<file path="src/hdl/cdq_pkg.sv">
package cdq_pkg;

  localparam int DEPTH = 8;
  localparam int IDX_W = (DEPTH > 1) ? $clog2(DEPTH) : 1;
  localparam int CNT_W = $clog2(DEPTH + 1);
  localparam int WORD_W = 32;
  localparam int OCC_W = 4;

  typedef enum logic [1:0] {
    OP_PUSH_FRONT = 2'd0,
    OP_PUSH_REAR  = 2'd1,
    OP_POP_FRONT  = 2'd2,
    OP_POP_REAR   = 2'd3
  } op_t;

  typedef enum logic [1:0] {
    ST_DONE  = 2'd0,
    ST_FULL  = 2'd1,
    ST_EMPTY = 2'd2
  } status_t;

  typedef struct packed {
    logic              we;
    logic              re;
    logic [IDX_W-1:0]  addr;
    logic [WORD_W-1:0] wdata;
  } mem_req_t;

  typedef struct packed {
    logic             valid;
    logic             pop_ok;
    status_t          status;
    logic [CNT_W-1:0] count;
  } result_t;

  function automatic logic [IDX_W-1:0] idx_inc(input logic [IDX_W-1:0] i);
    return (i == IDX_W'(DEPTH - 1)) ? '0 : IDX_W'(i + 1'b1);
  endfunction

  function automatic logic [IDX_W-1:0] idx_dec(input logic [IDX_W-1:0] i);
    return (i == '0) ? IDX_W'(DEPTH - 1) : IDX_W'(i - 1'b1);
  endfunction

endpackage

</file>
<file path="src/hdl/circular_deque.sv">
// Channel   Handshake            Payload
// in        start / busy         in_func, in_value
// out       out_valid (strobe)   out_data_out, out_status, out_occupancy
//
// One item per cycle; busy is never raised.
// Each result is registered and appears in the cycle after its item, like the store's registered read port.
// A push written into the store is visible to any pop accepted after it.
// rst_n is synchronous; the store itself is not cleared.
// The receiver cannot stall: each result is shown for one cycle only.
module circular_deque (
  input  logic                          clk,
  input  logic                          rst_n,
  input  logic                          start,
  output logic                          busy,
  input  logic [1:0]                    in_func,
  input  logic signed [cdq_pkg::WORD_W-1:0] in_value,
  output logic                          out_valid,
  output logic signed [cdq_pkg::WORD_W-1:0] out_data_out,
  output logic [1:0]                    out_status,
  output logic [cdq_pkg::OCC_W-1:0]     out_occupancy
);
  import cdq_pkg::*;

  logic                     accept;
  mem_req_t                 mem_req;
  result_t                  result;
  logic [WORD_W-1:0]        rd_data;
  logic [CNT_W+OCC_W-1:0]   occ_wide;

  assign busy   = 1'b0;
  assign accept = start && !busy;

  cdq_ctrl u_ctrl (
    .clk     (clk),
    .rst_n   (rst_n),
    .accept  (accept),
    .func    (op_t'(in_func)),
    .value   (in_value),
    .mem_req (mem_req),
    .result  (result)
  );

  cdq_ram #(
    .WIDTH (WORD_W),
    .DEPTH (DEPTH)
  ) u_store (
    .clk   (clk),
    .we    (mem_req.we),
    .waddr (mem_req.addr),
    .wdata (mem_req.wdata),
    .re    (mem_req.re),
    .raddr (mem_req.addr),
    .rdata (rd_data)
  );

  assign occ_wide      = {{OCC_W{1'b0}}, result.count};
  assign out_valid     = result.valid;
  assign out_data_out  = result.pop_ok ? rd_data : '0;
  assign out_status    = result.status;
  assign out_occupancy = occ_wide[OCC_W-1:0];

`ifndef SYNTHESIS
  a_item_result: assert property (@(posedge clk) disable iff (!rst_n)
    accept |=> out_valid)
    else $error("item gave no result");

  a_no_spurious: assert property (@(posedge clk) disable iff (!rst_n)
    !accept |=> !out_valid)
    else $error("result without an item");

  a_empty_refusal: assert property (@(posedge clk) disable iff (!rst_n)
    out_valid && out_status == ST_EMPTY |-> result.count == '0 && out_data_out == '0)
    else $error("empty refusal with words held");

  a_full_refusal: assert property (@(posedge clk) disable iff (!rst_n)
    out_valid && out_status == ST_FULL |-> result.count == CNT_W'(DEPTH))
    else $error("full refusal on a queue that is not full");

  a_no_pop_on_push: assert property (@(posedge clk) disable iff (!rst_n)
    mem_req.we |-> !mem_req.re)
    else $error("store written and read by one item");
`endif

endmodule

</file>
<file path="src/hdl/cdq_ram.sv">
module cdq_ram #(
  parameter int WIDTH = 32,
  parameter int DEPTH = 8,
  localparam int ADDR_W = (DEPTH > 1) ? $clog2(DEPTH) : 1
) (
  input  logic              clk,
  input  logic              we,
  input  logic [ADDR_W-1:0] waddr,
  input  logic [WIDTH-1:0]  wdata,
  input  logic              re,
  input  logic [ADDR_W-1:0] raddr,
  output logic [WIDTH-1:0]  rdata
);

  logic [WIDTH-1:0] mem_r [DEPTH];
  logic [WIDTH-1:0] rdata_r;

  always_ff @(posedge clk) begin
    if (we) begin
      mem_r[waddr] <= wdata;
    end
    if (re) begin
      rdata_r <= mem_r[raddr];
    end
  end

  assign rdata = rdata_r;

endmodule

</file>
<file path="src/hdl/cdq_ctrl.sv">
module cdq_ctrl (
  input  logic                          clk,
  input  logic                          rst_n,
  input  logic                          accept,
  input  cdq_pkg::op_t                  func,
  input  logic [cdq_pkg::WORD_W-1:0]    value,
  output cdq_pkg::mem_req_t             mem_req,
  output cdq_pkg::result_t              result
);
  import cdq_pkg::*;

  logic [IDX_W-1:0] front_r, front_nxt;
  logic [IDX_W-1:0] rear_r, rear_nxt;
  logic [CNT_W-1:0] count_r, count_nxt;
  logic             valid_r, valid_nxt;
  logic             pop_ok_r, pop_ok_nxt;
  status_t          status_r, status_nxt;
  logic             empty, full;

  assign empty = (count_r == '0);
  assign full  = (count_r == CNT_W'(DEPTH));

  always_comb begin
    front_nxt     = front_r;
    rear_nxt      = rear_r;
    count_nxt     = count_r;
    status_nxt    = ST_DONE;
    pop_ok_nxt    = 1'b0;
    valid_nxt     = accept;
    mem_req.we    = 1'b0;
    mem_req.re    = 1'b0;
    mem_req.addr  = '0;
    mem_req.wdata = value;
    if (accept) begin
      unique case (func)
        OP_PUSH_FRONT, OP_PUSH_REAR: begin
          priority if (full) begin
            status_nxt = ST_FULL;
          end else if (empty) begin
            front_nxt  = '0;
            rear_nxt   = '0;
            count_nxt  = CNT_W'(1);
            mem_req.we = 1'b1;
          end else if (func == OP_PUSH_FRONT) begin
            front_nxt    = idx_dec(front_r);
            mem_req.addr = idx_dec(front_r);
            mem_req.we   = 1'b1;
            count_nxt    = CNT_W'(count_r + 1'b1);
          end else begin
            rear_nxt     = idx_inc(rear_r);
            mem_req.addr = idx_inc(rear_r);
            mem_req.we   = 1'b1;
            count_nxt    = CNT_W'(count_r + 1'b1);
          end
        end
        OP_POP_FRONT, OP_POP_REAR: begin
          if (empty) begin
            status_nxt = ST_EMPTY;
          end else begin
            mem_req.re   = 1'b1;
            mem_req.addr = (func == OP_POP_FRONT) ? front_r : rear_r;
            pop_ok_nxt   = 1'b1;
            count_nxt    = CNT_W'(count_r - 1'b1);
            priority if (count_r == CNT_W'(1)) begin
              front_nxt = '0;
              rear_nxt  = '0;
            end else if (func == OP_POP_FRONT) begin
              front_nxt = idx_inc(front_r);
            end else begin
              rear_nxt = idx_dec(rear_r);
            end
          end
        end
        default: begin
          status_nxt = ST_DONE;
        end
      endcase
    end
  end

  always_ff @(posedge clk) begin
    if (!rst_n) begin
      front_r  <= '0;
      rear_r   <= '0;
      count_r  <= '0;
      valid_r  <= 1'b0;
      pop_ok_r <= 1'b0;
      status_r <= ST_DONE;
    end else begin
      front_r  <= front_nxt;
      rear_r   <= rear_nxt;
      count_r  <= count_nxt;
      valid_r  <= valid_nxt;
      pop_ok_r <= pop_ok_nxt;
      status_r <= status_nxt;
    end
  end

  assign result.valid  = valid_r;
  assign result.pop_ok = pop_ok_r;
  assign result.status = status_r;
  assign result.count  = count_r;

endmodule

</file>
<file path="config.mk">
export PLATFORM = sky130hd
export DESIGN_NAME = circular_deque
export DESIGN_NICKNAME = d
export VERILOG_FILES = /design/src/hdl/cdq_pkg.sv /design/src/hdl/circular_deque.sv /design/src/hdl/cdq_ram.sv /design/src/hdl/cdq_ctrl.sv
export SDC_FILE = /design/constraint.sdc
export NUM_CORES = 1
export LEC_CHECK = 0
export BUFFER_PORTS_ARGS = -buffer_cell sky130_fd_sc_hd__buf_2
export CORE_MARGIN = 2
export CORE_UTILIZATION = 35
export DETAILED_ROUTE_END_ITERATION = 10
export SETUP_SLACK_MARGIN = 0.4
export SYNTH_ARGS = -nofsm -noshare
export SYNTH_HDL_FRONTEND = slang
export SYNTH_SLANG_ARGS = --single-unit
export TNS_END_PERCENT = 1
</file>
<file path="constraint.sdc">
create_clock -name clk -period 9.7 [get_ports clk]
set_input_delay 1.455 -clock clk [delete_from_list [all_inputs] [get_ports clk]]
set_output_delay 1.455 -clock clk [all_outputs]
set_load 0.03 [all_outputs]
</file>
==> results.txt, run 1 <==
vias in the first global route -> 8451
peak supply drop -> 107 uV
critical path capture point type -> register
reg-to-reg setup timing slack -> 4.46 ns
drt pass-1 iters -> 6
Worst-Skew Late Latency -> 0.51 ns
FF-to-FF Start -> u_ctrl.count_r[0]
slowest CP cell -> a21oi_4
Hold Crit Start -> u_ctrl.rear_r[1]
Clock Root Buffer -> clkbuf_16
syn_area_per_cell -> 15.6 sq um
Die Wd -> 200 um
# rows -> 71
Avg WL per Cell -> 24.0 um
Final Cycle Share -> 56.8%
Setup Fix Bufs, Post-CTS -> 0
slowest stage delay, CP -> 1.25 ns
number of synthesized flops with an enable pin -> 288
TritonCTS clock tree -> built
Post-Synthesis Net Count -> 911
crit start category -> input pin
total core area -> 37800 sq um
Power Total -> 3.14 mW
Starting Density -> 35.5%
Port-buffer cells -> 75
Top Family by Delay on Critical Path -> buffers and inverters
drt drc -> 0
Die ar. -> 39900 sq um
# resized after CTS -> 0
asr flop ratio synth -> 0%
mapped cell area -> 13400 sq um
Final Critical Period -> 5.51 ns
antenna-violating nets left -> 0
Worst Clk Skew -> 0.0188 ns
area growth from synthesis to layout -> 13.0%
Worst EP required -> 9.81 ns
Power per Cell Area -> 207 nW/um^2
commonest cells after routing, fill and taps aside -> edfxtp_1, o221a_2, buf_2
CP Cell Sequence -> buf_2 -> nand2_1 -> or2_4 -> buf_4 -> inv_2 -> nand3b_2 -> a21oi_4
Setup violations, final -> 0
layout cells sized above 1 -> 32.2%
drt initial violations -> 977
TritonCTS Sinks -> 302
ANT cells -> 0
fin. max-slew vios -> 0
clk slew on worst S/H paths -> 0.06 ns
Final Hold Vio Count -> 0
post-synthesis cell type count -> 60
final WL -> 34200 um
DIE HEIGHT -> 200 um
total CTS buffers -> 34
Hold WC Path Type -> register to register
Top Ports -> 77
nets@finish -> 936
hold depth -> 1
most common cell after layout, fill and taps aside -> edfxtp_1
GRT Overall Usage -> 17.1%
worst relative slew slack -> 20.7%
worst setup path startpoint -> in_func[1]
Critical R2R Capture -> u_store.mem_r[7][1]
Synth Warn # -> 0
outcome -> finished, final reports clean
worst path buffer plus inverter count -> 3
RSZ-0062 raised after global routing -> false
global route overflow -> 0
Synth Instances -> 863
max-cap violations -> 0
WS Path Type -> input pin to register
fmax -> 182 MHz
worst slew pin tran -> 1.19 ns
initial antenna violation count -> 0
worst reg2reg path depth -> 8
top_reg_cell synth -> edfxtp_1
largest net degree at the start of global routing -> 77
RD Place Congestion -> 0.776
static leakage -> 4.79 nW
maximum root-to-sink buffer count -> 3
DP Wirelength -> 18100 um
via count of the routed design -> 8494
flops & latches, synth -> 302
CP arrival -> 5.62 ns
Worst Hold End -> u_ctrl.rear_r[1]
Critical Path Fanout Max -> 73
TNS Setup -> 0 ns
first-pass GRT wire length -> 52200 um
post-synthesis sequential area ratio -> 66.5%
hold-fix buffers at CTS -> 0
H-tree depth -> 2
Vias/cell -> 5.97
cell families (layout without fill, tap and decap cells):
kind of cell | after synthesis | count (layout) | synth area share, %
AO/OA/AOI/OAI | 295 | 295 | 21.2
buffers and inverters | 120 | 169 | 4.71
other | 1 | 1 | 0.0279
XOR/XNOR | 3 | 3 | 0.196
multiplexers | 5 | 5 | 0.466
flip-flops | 302 | 302 | 66.5
AND/OR/NAND/NOR | 126 | 126 | 5.80
adder cells (fa/ha/maj) | 11 | 11 | 1.03
registers in the layout, summed over array words and instances, names as in the netlist:
| register | flops |
|---|---|
| u_ctrl.pop_ok_r | 1 |
| u_store.mem_r | 256 |
| u_ctrl.status_r | 2 |
| u_ctrl.front_r | 3 |
| u_ctrl.count_r | 4 |
| u_ctrl.rear_r | 3 |
| u_ctrl.valid_r | 1 |
| u_store.rdata | 32 |
area by class of cell:
class / instances / area (sq um)
clock buffer: 42 / 902
timing repair buffer: 98 / 548
clock inverter: 18 / 170
sequential: 302 / 8930
fill: 3451 / 22600
multi-input combinational: 441 / 3940
inverter: 11 / 41.3
tap: 511 / 639
metal layers:
layer | vias up | global-route usage (%) | share of wire (%) | routed length, um
met1 | 4356 | 23.8 | 44 | 14900
met3 | 52 | 2.59 | 6.0 | 2060
li1 | 3786 | - | - | -
met4 | 0 | 4.69 | 1.8 | 599
met2 | 300 | 28.1 | 49 | 16600
met5 | - | 0 | 0 | 0
worst reg2reg max path: cells and delay by family (launching register included):
kind	cells	cell delay, ns
simple gates	3	1.43
buf+inv	3	1.40
compound gates	1	1.26
flops	1	0.48
fa+ha+maj	1	0.28
cells in the mapped netlist (12+ instances only):
cell       number  area share [%]
clkbuf_1       32            0.90
and2_1         36             1.7
o221a_2       124              10
nor2_1         12            0.34
dfxtp_1        14             2.1
edfxtp_1      288              64
buf_2          54             2.0
a221oi_1       65             4.2
a2111oi_0      64             4.2
nor4_1         32             1.5
worst max path at each step:
stage                     depth (start not counted)                   end  slack (ns)
after global placement                            7  u_store.mem_r[7][19]        3.73
after CTS                                         7   u_store.mem_r[7][1]        4.18
after global routing                              7   u_store.mem_r[7][0]        3.79
after floorplan                                   7   u_store.mem_r[3][0]        4.32
after detailed placement                          7  u_store.mem_r[7][21]        3.63
final                                             7   u_store.mem_r[7][1]        4.19
metrics by stage:
stage | hold WS [ns] | setup WS, ns | instance area [sq um] | instances | util (%)
6_report | 0.563 | 4.19 | 15200 | 1423 | 40.2
5_1_grt | 0.590 | 3.79 | 15200 | 1423 | 40.2
4_1_cts | 0.563 | 4.18 | 15200 | 1423 | 40.2
3_5_place_dp | 0.545 | 3.63 | 14100 | 1363 | 37.3
3_3_place_gp | 0.542 | 3.73 | 14100 | 1363 | 37.3
2_1_floorplan | 0.494 | 4.32 | 13400 | 863 | -
power breakdown:
| part | total [mW] | internal [mW] | leakage (nW) | switching, mW |
|---|---|---|---|---|
| Sequential | 1.51 | 1.49 | 2.73 | 0.0213 |
| Clock | 1.24 | 0.741 | 0.520 | 0.500 |
| Combinational | 0.389 | 0.128 | 1.54 | 0.261 |
Power figures use the tool's default switching activity.
==> inputs of run 2 (changes only) <==
==> constraint.sdc (replaced) <==
create_clock -name clk -period 4.9 [get_ports clk]
set_input_delay 0.735 -clock clk [delete_from_list [all_inputs] [get_ports clk]]
set_output_delay 0.735 -clock clk [all_outputs]
set_load 0.03 [all_outputs]
==> run 2 against run 1 <==
Compared with the run above:
- core utilization rose by 0.38 points
- sequential cell count unchanged
- register-to-register slack got worse by 3.2 ns
- highest routed layer is now met5
- first-iteration DRC count decreased by 15%
- wire length increased by 0.31%
- die area stayed put
- setup slack worse by 3.0 ns
- critical endpoint is now u_store.rdata[17]
==> results.txt, run 2 (same netlist as run 1, synthesis figures left out) <==
outcome -> finished, final reports clean
maximum root-to-sink buffer count -> 3
Clk pwr share -> 39.9%
Starting Density -> 35.5%
static leakage -> 4.86 nW
DP Wirelength -> 19000 um
Clock Root Buffer -> clkbuf_16
area growth from synthesis to layout -> 14.1%
max reg flops -> 256
fmax -> 271 MHz
max-cap violations -> 0
vias in the first global route -> 8465
DIE HEIGHT -> 200 um
Psw -> 1.55 mW
drt initial violations -> 827
reg-to-reg setup timing slack -> 1.21 ns
fin. max-slew vios -> 0
worst reg2reg path depth -> 9
Design Area, Final -> 15300 sq um
commonest cells after routing, fill and taps aside -> edfxtp_1, o221a_2, buf_2
Final Hold Vio Count -> 0
Final Cycle Share -> 75.2%
RSZ-0062 raised after global routing -> false
crit start category -> register
worst relative slew slack -> 37.3%
Hold Crit Start -> rst_n
# rows -> 71
Power per Cell Area -> 410 nW/um^2
H-tree depth -> 2
Flop pwr share -> 47.7%
TritonCTS clock tree -> built
Worst-Skew Late Latency -> 0.51 ns
worst slew pin tran -> 0.940 ns
TNS Setup -> 0 ns
layout cells sized above 1 -> 32.8%
Critical Path Fanout Max -> 19
slowest CP cell -> a22o_1
most common cell after layout, fill and taps aside -> edfxtp_1
first-pass GRT wire length -> 52200 um
Pint -> 4.73 mW
hold-fix buffers at CTS -> 0
via count of the routed design -> 8535
TritonCTS Sinks -> 302
Hold WC Path Type -> input pin to register
drt drc -> 0
Biggest register -> u_store.mem_r
drt pass-1 iters -> 5
total core area -> 37800 sq um
largest net degree at the start of global routing -> 129
switching fraction of total power -> 24.7%
WS Path Type -> register to register
slowest stage delay, CP -> 0.81 ns
Worst setup endpoint -> u_store.rdata[17]
power share of the combinational group -> 12.4%
Top Ports -> 77
global route overflow -> 0
Worst EP required -> 5.14 ns
Vias/cell -> 5.96
initial antenna violation count -> 3
CP Cell Sequence -> inv_1 -> ha_1 -> nor3b_4 -> or2_4 -> inv_2 -> a22o_1 -> buf_4 -> a2111oi_0 -> nor4_1
total CTS buffers -> 34
RD Place Congestion -> 0.798
Worst Clk Skew -> 0.0161 ns
peak supply drop -> 256 uV
Final Critical Period -> 3.69 ns
Port-buffer cells -> 75
Die ar. -> 39900 sq um
Die Wd -> 200 um
Critical R2R Capture -> u_store.rdata[17]
antenna-violating nets left -> 0
# resized after CTS -> 0
critical path capture point type -> register
Setup violations, final -> 0
final WL -> 34300 um
FF-to-FF Start -> u_ctrl.count_r[0]
nets@finish -> 944
Setup Fix Bufs, Post-CTS -> 0
clk slew on worst S/H paths -> 0.06 ns
Avg WL per Cell -> 24.0 um
worst setup path startpoint -> u_ctrl.count_r[0]
CP arrival -> 3.93 ns
Placed Area -> 14200 sq um
GRT Overall Usage -> 17.2%
[run 2: cell types whose count changed in the layout (fill, tap and decap cells not counted)]
cell,change
buf_12,+4
buf_4,+4
clkbuf_1,-3
clkbuf_16,+2
clkinv_1,+3
clkinv_4,-1
clkinvlp_4,-1
diode_2,+1
inv_6,-1
nor3_2,-1
nor3_4,+1
[run 2: layout make-up]
cell class | count | area, sq um
clock inverter | 18 | 156
sequential | 302 | 8930
clock buffer | 41 | 941
multi-input combinational | 441 | 3950
fill | 3422 | 22400
antenna | 1 | 2.50
inverter | 11 | 41.3
timing repair buffer | 106 | 658
tap | 511 | 639
[run 2: metrics by stage]
step	util [%]	hold WS [ns]	cells	power (mW)	setup slack (ns)
after global placement	37.7	0.541	1371	3.82	1.23
after CTS	40.6	0.487	1430	6.33	1.26
after global routing	40.6	0.486	1431	6.51	1.01
final	40.6	0.495	1431	6.29	1.21
after detailed placement	37.7	0.554	1371	3.84	1.18
after floorplan	-	0.494	863	3.60	0.112
[run 2: worst min-delay path by stage]
stage	end	slack (ns)	depth (start not counted)
after global placement	u_ctrl.front_r[1]	0.54	2
final	u_ctrl.count_r[0]	0.50	3
after CTS	u_ctrl.count_r[0]	0.49	3
after global routing	u_ctrl.count_r[0]	0.49	3
after floorplan	u_ctrl.rear_r[2]	0.49	2
after detailed placement	u_ctrl.rear_r[2]	0.55	2
[run 2: power groups by stage]
| stage | Sequential (mW) | Combinational (mW) | Clock [mW] |
|---|---|---|---|
| after floorplan | 3.05 | 0.552 | 0 |
| after global placement | 3.05 | 0.770 | 0 |
| after detailed placement | 3.05 | 0.783 | 0 |
| after CTS | 3.00 | 0.783 | 2.55 |
| after global routing | 3.01 | 0.849 | 2.65 |
| final | 3.00 | 0.778 | 2.51 |
[run 2: per-layer routing]
| metal | wire (um) | track usage [%] | vias to the layer above | share of wire (%) |
|---|---|---|---|---|
| li1 | - | - | 3806 | - |
| met1 | 14800 | 23.7 | 4312 | 43 |
| met2 | 16100 | 27.1 | 355 | 47 |
| met3 | 2620 | 3.60 | 58 | 7.7 |
| met4 | 814 | 5.95 | 4 | 2.4 |
| met5 | 21 | 0 | - | 0.061 |
[run 2: critical path: cells and delay by family, from the launching register on]
kind,cells,cell delay (ns)
compound gates,2,0.92
fa+ha+maj,1,0.26
buf+inv,3,0.76
flops,1,0.48
simple gates,3,0.98
